$ cat config.mk
export PLATFORM = sky130hd
export DESIGN_NAME = mdio_management_master_unit
export DESIGN_NICKNAME = d
export VERILOG_FILES = /design/src/design/mdmm_pkg.sv /design/src/design/mdio_management_master_unit.sv /design/src/design/mdmm_front.sv /design/src/design/mdmm_back.sv
export SDC_FILE = /design/constraint.sdc
export NUM_CORES = 1
export LEC_CHECK = 0
export ABC_CLOCK_PERIOD_IN_PS = 2900
export BUFFER_PORTS_ARGS = -buffer_cell sky130_fd_sc_hd__buf_2
export CAP_MARGIN = 20
export CORE_MARGIN = 2
export CORE_UTILIZATION = 45
export DETAILED_ROUTE_END_ITERATION = 7
export SYNTH_ARGS = -nofsm -noshare
export SYNTH_HDL_FRONTEND = slang
export SYNTH_SLANG_ARGS = --single-unit
$ cat constraint.sdc
create_clock -name aclk -period 2.9 [get_ports aclk]
set_input_delay 0.29 -clock aclk [delete_from_list [all_inputs] [get_ports aclk]]
set_output_delay 0.29 -clock aclk [all_outputs]
set_load 0.005 [all_outputs]
$ cat src/design/mdmm_pkg.sv
`timescale 1ns / 1ps

package mdmm_pkg;

    // Commands carried on s_tuser
    localparam logic [1:0] CMD_PLAIN = 2'd0;
    localparam logic [1:0] CMD_READ  = 2'd1;
    localparam logic [1:0] CMD_WRITE = 2'd2;

    // Frame modes
    localparam logic [1:0] MODE_IDLE  = 2'd0;
    localparam logic [1:0] MODE_READ  = 2'd1;
    localparam logic [1:0] MODE_WRITE = 2'd2;

    localparam int PREAMBLE_BITS_DEF = 32;
    localparam int DATA_W            = 16;
    localparam int ADDR_W            = 5;
    localparam int POS_W             = 6;
    localparam int SEND_W            = 32;
    localparam int READ_HDR_BITS     = 14;

    // Start-of-frame, opcode and turnaround patterns
    localparam logic [3:0] ST_OP_READ  = 4'b0110;
    localparam logic [3:0] ST_OP_WRITE = 4'b0101;
    localparam logic [1:0] TA_WRITE    = 2'b10;

    localparam int S_TDATA_W = 32;
    localparam int M_TDATA_W = 24;

    // Classified item handed from the front to the back
    typedef struct packed {
        logic              start_rd;
        logic              start_wr;
        logic [ADDR_W-1:0] phy_addr;
        logic [ADDR_W-1:0] reg_addr;
        logic [DATA_W-1:0] write_data;
        logic              mdio_in;
    } cmd_item_t;

    // Queue handshake between front and back
    typedef struct packed {
        logic      valid;
        cmd_item_t item;
    } queue_head_t;

    // One result item
    typedef struct packed {
        logic              rejected;
        logic              read_done;
        logic [DATA_W-1:0] read_data;
        logic              busy_res;
        logic              mdc_pulse;
        logic              mdio_drive;
        logic              mdio_out;
    } result_t;

endpackage

$ cat src/design/mdio_management_master_unit.sv
`timescale 1ns / 1ps

// Clause 22 MDIO management master.
// Every input transaction on the s_ channel stands for one management clock
// period; s_tuser carries the command (plain period, start read, start write),
// s_tdata the addresses, write value and the sampled line level. A start taken
// while idle opens a frame of PREAMBLE_BITS + 32 periods, counted from that
// same transaction. A start during a running frame is flagged as rejected.
// Every input transaction yields exactly one m_ transaction: line level, drive
// enable, clock pulse, busy flag, and on the last period of a read frame the
// captured 16-bit value with read_done.
// Two register stages (queue entry, then output register) lie between an input
// transaction and its result. Throughput: one transaction per cycle while the m_
// side accepts, set by the single period step of the frame sequencer.
// A two-entry queue parts the command front from the sequencer, so a stalled
// m_ side fills the queue and only then drops s_tready; results are held
// until taken. Reset empties the queue, clears the output valid and ends the frame.
module mdio_management_master_unit #(
    parameter int PREAMBLE_BITS = mdmm_pkg::PREAMBLE_BITS_DEF
) (
    input  logic                           aclk,
    input  logic                           aresetn,
    input  logic                           s_tvalid,
    output logic                           s_tready,
    // phy_addr[4:0], reg_addr[9:5], write_data[25:10], mdio_in[26], zero[31:27]
    input  logic [mdmm_pkg::S_TDATA_W-1:0] s_tdata,
    // command[1:0]
    input  logic [1:0]                     s_tuser,
    output logic                           m_tvalid,
    input  logic                           m_tready,
    // mdio_out[0], mdio_drive[1], mdc_pulse[2], busy_res[3], read_data[19:4],
    // read_done[20], rejected[21], zero[23:22]
    output logic [mdmm_pkg::M_TDATA_W-1:0] m_tdata
);
    import mdmm_pkg::*;

    queue_head_t q_head;
    logic        q_pop;
    result_t     m_result;

    mdmm_front u_front (
        .aclk     (aclk),
        .aresetn  (aresetn),
        .s_tvalid (s_tvalid),
        .s_tready (s_tready),
        .s_tdata  (s_tdata),
        .s_tuser  (s_tuser),
        .q_head   (q_head),
        .q_pop    (q_pop)
    );

    mdmm_back #(
        .PREAMBLE_BITS (PREAMBLE_BITS)
    ) u_back (
        .aclk     (aclk),
        .aresetn  (aresetn),
        .q_head   (q_head),
        .q_pop    (q_pop),
        .m_tvalid (m_tvalid),
        .m_tready (m_tready),
        .m_result (m_result)
    );

    assign m_tdata = {(M_TDATA_W - $bits(result_t))'(0), m_result};

    // A finished read ends the frame with a pulse on a released line
    assert property (@(posedge aclk) disable iff (!aresetn)
        (m_tvalid && m_tdata[20]) |-> (m_tdata[2] && !m_tdata[3] && !m_tdata[1]))
        else $error("read_done without a final released clock period");

    // Without a clock pulse the line is neither driven nor busy
    assert property (@(posedge aclk) disable iff (!aresetn)
        (m_tvalid && !m_tdata[2]) |-> (!m_tdata[1] && !m_tdata[0] && !m_tdata[3]))
        else $error("idle period drives the line or reports busy");

    // The queue only fills up behind a stalled result
    assert property (@(posedge aclk) disable iff (!aresetn)
        !s_tready |-> $past(m_tvalid && !m_tready))
        else $error("input stalled without a stalled output");

endmodule

$ cat src/design/mdmm_front.sv
`timescale 1ns / 1ps

module mdmm_front (
    input  logic                           aclk,
    input  logic                           aresetn,
    input  logic                           s_tvalid,
    output logic                           s_tready,
    input  logic [mdmm_pkg::S_TDATA_W-1:0] s_tdata,
    input  logic [1:0]                     s_tuser,
    output mdmm_pkg::queue_head_t          q_head,
    input  logic                           q_pop
);
    import mdmm_pkg::*;

    localparam int QDEPTH = 2;

    cmd_item_t          entry_reg [QDEPTH];
    logic               wr_ptr_reg, wr_ptr_next;
    logic               rd_ptr_reg, rd_ptr_next;
    logic [1:0]         count_reg, count_next;
    logic               push;
    cmd_item_t          item_in;

    assign s_tready = (count_reg != 2'(QDEPTH));
    assign push     = s_tvalid && s_tready;

    // Classify the command; code 3 acts as a plain period
    always_comb begin
        item_in.start_rd   = (s_tuser == CMD_READ);
        item_in.start_wr   = (s_tuser == CMD_WRITE);
        item_in.phy_addr   = s_tdata[ADDR_W-1:0];
        item_in.reg_addr   = s_tdata[2*ADDR_W-1:ADDR_W];
        item_in.write_data = s_tdata[2*ADDR_W+DATA_W-1:2*ADDR_W];
        item_in.mdio_in    = s_tdata[2*ADDR_W+DATA_W];
    end

    always_comb begin
        wr_ptr_next = push ? ~wr_ptr_reg : wr_ptr_reg;
        rd_ptr_next = q_pop ? ~rd_ptr_reg : rd_ptr_reg;
        count_next  = count_reg + 2'(push) - 2'(q_pop);
    end

    always_ff @(posedge aclk) begin
        if (!aresetn) begin
            wr_ptr_reg <= 1'b0;
            rd_ptr_reg <= 1'b0;
            count_reg  <= 2'd0;
        end else begin
            wr_ptr_reg <= wr_ptr_next;
            rd_ptr_reg <= rd_ptr_next;
            count_reg  <= count_next;
        end
    end

    always_ff @(posedge aclk) begin
        if (push) begin
            entry_reg[wr_ptr_reg] <= item_in;
        end
    end

    assign q_head.valid = (count_reg != 2'd0);
    assign q_head.item  = entry_reg[rd_ptr_reg];

endmodule

$ cat src/design/mdmm_back.sv
`timescale 1ns / 1ps

module mdmm_back #(
    parameter int PREAMBLE_BITS = mdmm_pkg::PREAMBLE_BITS_DEF
) (
    input  logic                  aclk,
    input  logic                  aresetn,
    input  mdmm_pkg::queue_head_t q_head,
    output logic                  q_pop,
    output logic                  m_tvalid,
    input  logic                  m_tready,
    output mdmm_pkg::result_t     m_result
);
    import mdmm_pkg::*;

    localparam logic [POS_W-1:0] PRE_LEN   = POS_W'(PREAMBLE_BITS);
    localparam logic [POS_W:0]   FRAME_LEN = (POS_W+1)'(PREAMBLE_BITS + SEND_W);

    logic [1:0]        mode_reg, mode_next;
    logic [POS_W-1:0]  pos_reg, pos_next;
    logic [SEND_W-1:0] send_reg, send_next;
    logic [DATA_W-1:0] recv_reg, recv_next;
    logic              valid_reg;
    result_t           result_reg, result_next;

    logic              start_ok;
    logic [1:0]        mode_eff;
    logic [POS_W-1:0]  pos_eff;
    logic [SEND_W-1:0] send_eff;
    logic [DATA_W-1:0] recv_eff;
    logic [POS_W-1:0]  q_raw;
    logic [POS_W:0]    pos_inc;
    logic              in_pre;
    logic              hdr;
    cmd_item_t         it;

    assign it    = q_head.item;
    assign q_pop = q_head.valid && (!valid_reg || m_tready);

    always_comb begin
        start_ok = (it.start_rd || it.start_wr) && (mode_reg == MODE_IDLE);
        mode_eff = mode_reg;
        pos_eff  = pos_reg;
        send_eff = send_reg;
        recv_eff = recv_reg;
        if (start_ok) begin
            pos_eff = '0;
            if (it.start_rd) begin
                mode_eff = MODE_READ;
                send_eff = {ST_OP_READ, it.phy_addr, it.reg_addr,
                            (SEND_W-READ_HDR_BITS)'(0)};
                recv_eff = '0;
            end else begin
                mode_eff = MODE_WRITE;
                send_eff = {ST_OP_WRITE, it.phy_addr, it.reg_addr, TA_WRITE, it.write_data};
            end
        end

        in_pre  = (pos_eff < PRE_LEN);
        q_raw   = pos_eff - PRE_LEN;
        hdr     = (mode_eff == MODE_WRITE) || (q_raw[4:0] < 5'(READ_HDR_BITS));
        pos_inc = {1'b0, pos_eff} + 1'b1;

        mode_next   = mode_eff;
        pos_next    = pos_eff;
        send_next   = send_eff;
        recv_next   = recv_eff;
        result_next = '0;
        result_next.rejected = (it.start_rd || it.start_wr) && !start_ok;

        if (mode_eff != MODE_IDLE) begin
            result_next.mdc_pulse = 1'b1;
            if (in_pre) begin
                result_next.mdio_out   = 1'b1;
                result_next.mdio_drive = 1'b1;
            end else if (hdr) begin
                // shift the frame out MSB first
                result_next.mdio_out   = send_eff[SEND_W-1];
                result_next.mdio_drive = 1'b1;
                send_next              = {send_eff[SEND_W-2:0], 1'b0};
            end else begin
                recv_next = {recv_eff[DATA_W-2:0], it.mdio_in};
            end
            if (pos_inc >= FRAME_LEN) begin
                if (mode_eff == MODE_READ) begin
                    result_next.read_done = 1'b1;
                    result_next.read_data = recv_next;
                end
                mode_next = MODE_IDLE;
                pos_next  = '0;
            end else begin
                pos_next             = pos_inc[POS_W-1:0];
                result_next.busy_res = 1'b1;
            end
        end
    end

    always_ff @(posedge aclk) begin
        if (!aresetn) begin
            mode_reg  <= MODE_IDLE;
            pos_reg   <= '0;
            send_reg  <= '0;
            recv_reg  <= '0;
            valid_reg <= 1'b0;
        end else begin
            if (q_pop) begin
                mode_reg <= mode_next;
                pos_reg  <= pos_next;
                send_reg <= send_next;
                recv_reg <= recv_next;
            end
            if (q_pop) begin
                valid_reg <= 1'b1;
            end else if (m_tready) begin
                valid_reg <= 1'b0;
            end
        end
    end

    always_ff @(posedge aclk) begin
        if (q_pop) begin
            result_reg <= result_next;
        end
    end

    assign m_tvalid = valid_reg;
    assign m_result = result_reg;

endmodule
# == Yosys cells after proc, flatten, opt, wreduce, memory -nomap -nowiden ==
# Memories as Yosys holds them, arrays and structs flattened. A register that Yosys moved wholly into a read port is not among the register bits.
# Cells that the tools add are included.
# classes
order_cmp,3
n_eq_ne,5
n_reduce_logical,15
mux,28
add_sub_neg,4
bitwise_logic,2
# op_table
operator,count
32-bit 2-to-1 mux,4
16-bit 2-to-1 mux,5
30-bit 2-to-1 mux,1
6-bit 2-to-1 mux,3
17-bit 2-to-1 mux,1
2-bit 2-to-1 mux,6
6-bit by 1-bit adder with 7-bit output (second input constant),1
7-bit >= comparator (second input constant),1
1-bit 2-to-1 mux,7
6-bit less-than comparator (second input constant),1
2-bit nonzero test,3
5-bit by 4-bit less-than comparator with 1-bit output (second input constant),1
5-bit by 1-bit subtractor with 5-bit output (second input constant),1
2-bit by 1-bit == test with 1-bit output (second input constant),2
2-bit == test (second input constant),2
1-bit logical AND,4
1-bit logical OR,3
3-bit 2-to-1 mux,1
3-bit AND reduction,1
2-bit by 1-bit adder with 2-bit output,1
1-bit logical NOT,2
2-bit logical NOT,1
2-bit != test (second input constant),1
1-bit inverter,2
2 further kinds,2
# totals
word_cells,73
ff_bits,83
memories,1
output_inout_bits,26
input_bits,38
ram_bits,58
# mem_list
memory,words,word_bits,rd,rd_ports_with_merged_regs,write_ports,line,rtl
u_front.entry_reg,2,29,1,1,1,mdmm_front.sv:17,cmd_item_t entry_reg [QDEPTH];

# == Logic depth before layout (Yosys ltp) ==
# logic_depth
depth_word,9
mapped_depth,10
mapped_depth_nobuf,9

# == Modules after synthesis ==
# From an unflattened synthesis, not the netlist that was laid out.
# unflattened
hier_cells,527
area_unflattened_um2,6334.8
# modules_own_cells
mod,seq_area_each_um2,cells_each,area_per_inst_um2,n_inst
mdmm_back,1801.7,404,3945.0,1
mdmm_front,1841.8,120,2371.0,1
mdio_management_master_unit,0.0,3,18.8,1

# == Worst setup path before layout ==
# OpenSTA, ideal clock, no wires.
# synth_timing
path_type,reg2reg
start,register u_back.valid_reg (netlist: u_back.m_tvalid)
end,register u_front.count_reg[1]
t_arrival_ns,2.570
path_slack_ns,0.203
setup_ns,0.128
period_less_slack_ns,2.697
path_stages_with_launch,11
n_path_buf,1
required_time_ns,2.772
path_cell_list,dfxtp_1 nor2b_1 or2_0 inv_1 clkbuf_1 ha_1 inv_1 ha_1 xor2_1 xnor2_1 nor2_1
# synth_via
elab_chain_len,4
# synth_rtl
item,line,rtl
start: declaration,mdmm_back.sv:23,logic valid_reg;
start signal: assignment,mdmm_back.sv:104,valid_reg <= 1'b0;
start signal: assignment,mdmm_back.sv:113,valid_reg <= 1'b1;
start signal: assignment,mdmm_back.sv:115,valid_reg <= 1'b0;
1-bit logical NOT,mdmm_back.sv:38,assign q_pop = q_head.valid && (!valid_reg || m_tready);
1-bit logical OR,mdmm_back.sv:38,
1-bit logical AND,mdmm_back.sv:38,
net q_pop,mdio_management_master_unit.sv:38,logic q_pop;
2-bit by 1-bit subtractor with 2-bit output,mdmm_front.sv:40,count_next = count_reg + 2'(push) - 2'(q_pop);
end signal: assignment,mdmm_front.sv:51,count_reg <= count_next;
end: declaration,mdmm_front.sv:20,"logic [1:0] count_reg, count_next;"
# The timed path passes the listed nets, and every way through them passes these cells.
# A chain may end at the register's enable or synchronous reset.

==> out/results.tsv <==
metric	value	unit
worst hold path class	primary input to flip-flop	
CTS tree	done	
worst reg2reg path depth	9	
hold path endpoint	u_front.entry_reg[1][18]	
Layout fillers	1233	
EDFF count, synth	80	
# Max-Cap Violations	0	
critical path type	flip-flop to flip-flop	
largest family of logic cells by synthesized area	compound AO/OA/AOI/OAI gates	
DRC errors left	0	
Initial Util	46.1	%
Reg-to-Reg Start	u_front.entry_reg[1][28]	
cts repair resizes	0	
ANT cells	0	
clk_lat worst skew	0.42	ns
Avg Cell Area, Syn	10.2	um2
Rows	44	
commonest non-fill, non-tap cell in the layout	edfxtp_1	
Final #Nets	748	
design area	7840	um2
mux contribution to synthesized area	2.29	%
CP Launch Type	flip-flop	
largest net degree at the start of global routing	44	
shortest period the worst path allows	2.66	ns
Routed Antenna Nets	0	
peak supply drop	0.489	mV
total power draw	0.00768	W
WP data required	3.16	ns
H-tree Lvls	4	
reg-to-reg setup timing slack	0.24	ns
Die Y	126	um
fin crit share	91.8	%
critical path arrival	2.92	ns
CTS Buf Count	17	
Core Area	14600	um2
Rel. slew slack	51.7	%
status	finished, final reports clean	
Post-CTS Setup Inserts	0	
Syn. warnings	0	
Die X	126	um
CP Cell Sequence	or3b_4, nand3_1, and2_1, ha_1, nand3_1, nor2_1, nand3_1, buf_4, a21oi_1	
post-synthesis simple-gate area fraction	13.9	%
Hold Fails Final Rpt	0	
Via Count	5394	
Slowest-stage cell, CP	or3b_4	
Reg-to-Reg End	u_back.m_result[5]	
Final Wtd Congestion	0.866	
Cell Area, Synth	6730	um2
power per cell area	979	nW/um2
Compound-Gate Fraction of Synth Area	23.0	%
Leak	2.75	nW
Synth Flop Type	edfxtp_1	
antenna violations before repair	0	
synthesis-to-layout area growth	16.6	%
Post-Synth Adder-Cell Area	0.558	%
first-pass GRT wire length	25600	um
Final Util	53.7	%
grt total ovfl	0	
average wire per standard cell	17.1	um
hold_buf cts	0	
Top-Level Pins	64	
worst-path fanout max	17	
min-delay src	s_tdata[6]	
CTS root buf	clkbuf_16	
crit-path most repeated cell	nand3_1	
DP Area	7210	um2
DP HPWL	9670	um
via-per-instance ratio	5.97	
final count of pins violating max slew	0	
CP max stage delay	0.45	ns
Setup Total Neg Slack	0	ns
clock-pin slew on the worst setup and hold paths	0.06	ns
Clock Tree Buf Depth	2	
CTS Sinks	142	
Cell variety after synth	60	
DR iter-0 viols	581	
Post-Syn Instances	658	
share of cells above drive strength 1	18.9	%
Worst Setup End Kind	flip-flop	
unrepaired setup endpoints after global routing	false	
fraction of registers with async set/reset	0	%
sequential share of the synthesized area	54.2	%
post-synthesis register bit count	142	
GRT Util Overall	19.9	%
number of flip-flops in the largest register	58	
fmax	0.376	GHz
number of global-route vias before repair	5117	
xor/xnor share of the synthesized area	0.521	%
DR pass1 iterations	5	
Least-Margin Pin Slew	0.723	ns
full die area	15900	um2
Setup Viol. Count Final	0	
Hold Path Depth	1	
Routed WL	15500	um
IO Port Bufs	56	
most frequent cells in the layout	edfxtp_1, o21ai_0, dfxtp_1, buf_2, a21oi_1	
clk_skew	0.0156	ns
==> layer usage <==
layer	vias up	share of wire [%]	wire length [um]	global-route usage, %
met2	194	46	7160	31.3
met5	-	0	0	0
li1	2620	-	-	-
met3	16	5.9	912	4.89
met4	0	0.97	150	6.53
met1	2564	47	7240	27.0
==> critical path: cells and delay by family (launching register included) <==
| family | cells | cell delay (ns) |
|---|---|---|
| fa+ha+maj | 1 | 0.20 |
| simple gates | 6 | 1.52 |
| compound gates | 1 | 0.15 |
| flops | 1 | 0.39 |
| buf+inv | 1 | 0.23 |
==> cells in the mapped netlist (2+ instances only) <==
library cell	instances	share of area (%)
a2111oi_0	15	2.0
a21oi_1	41	3.1
a22o_1	14	1.8
a31o_2	2	0.26
a31oi_1	17	1.6
and2_1	5	0.46
and3_1	17	1.6
buf_1	2	0.11
buf_2	17	1.3
buf_4	3	0.33
buf_6	3	0.50
clkbuf_1	35	2.0
dfxtp_1	62	18
edfxtp_1	80	36
ha_1	3	0.56
inv_1	25	1.4
mux2_2	3	0.50
mux2i_1	12	1.8
nand2_1	37	2.1
nand3_1	24	1.8
nand4_1	18	1.7
nor2_1	15	0.84
nor2b_1	33	3.1
nor3_1	9	0.67
nor3b_1	2	0.22
nor4_1	3	0.28
o2111ai_1	2	0.26
o211ai_1	35	3.9
o21a_1	2	0.22
o21ai_0	63	4.7
o221a_2	2	0.33
o221ai_1	9	1.2
o22ai_1	18	1.7
o31ai_1	2	0.22
xnor2_1	2	0.26
xor2_1	2	0.26
==> worst max path at each step <==
stage                     cells after the start                      from                    to
after detailed placement                      9  u_front.entry_reg[1][28]    u_back.m_result[5]
after floorplan                              10           u_back.m_tvalid  u_front.count_reg[1]
after CTS                                     9  u_front.entry_reg[1][28]    u_back.m_result[5]
after global placement                        9  u_front.entry_reg[1][28]    u_back.m_result[5]
final                                         9  u_front.entry_reg[1][28]    u_back.m_result[5]
after global routing                          9  u_front.entry_reg[1][28]    u_back.m_result[6]
==> cells by family (layout without fill, tap and decap cells) <==
logic type               count (synthesis)  after routing
adder cells (fa/ha/maj)                  3              3
AND/OR/NAND/NOR                        173            173
flip-flops                             142            142
AO/OA/AOI/OAI                          235            235
XOR/XNOR                                 4              4
multiplexers                            15             15
other                                    1              2
buffers and inverters                   85            146
==> where the power goes <==
| group | internal (W) | switching (W) | total [W] |
|---|---|---|---|
| registers | 0.00266 | 0.000253 | 0.00291 |
| clock network | 0.00144 | 0.000846 | 0.00229 |
| logic | 0.000931 | 0.00155 | 0.00248 |
| total | 0.00503 | 0.00265 | 0.00768 |
==> metrics by stage <==
stage,hold slack (ns),instances,setup slack (ns)
finish,0.0559,904,0.237
global route,0.0390,904,0.0567
CTS,0.0423,903,0.267
detailed placement,0.455,871,0.283
global placement,0.449,870,0.346
floorplan,0.389,659,0.203
==> layout make-up <==
type                       count  area, um2  area share [%]
multi-input combinational    432       2720            34.7
timing repair buffer          89        528            6.73
sequential                   142       3640            46.5
clock inverter                14        193            2.46
tap                          184        230            2.94
inverter                      25       93.8            1.20
clock buffer                  18        429            5.47
No activity file was read; power rests on OpenSTA's default activity.
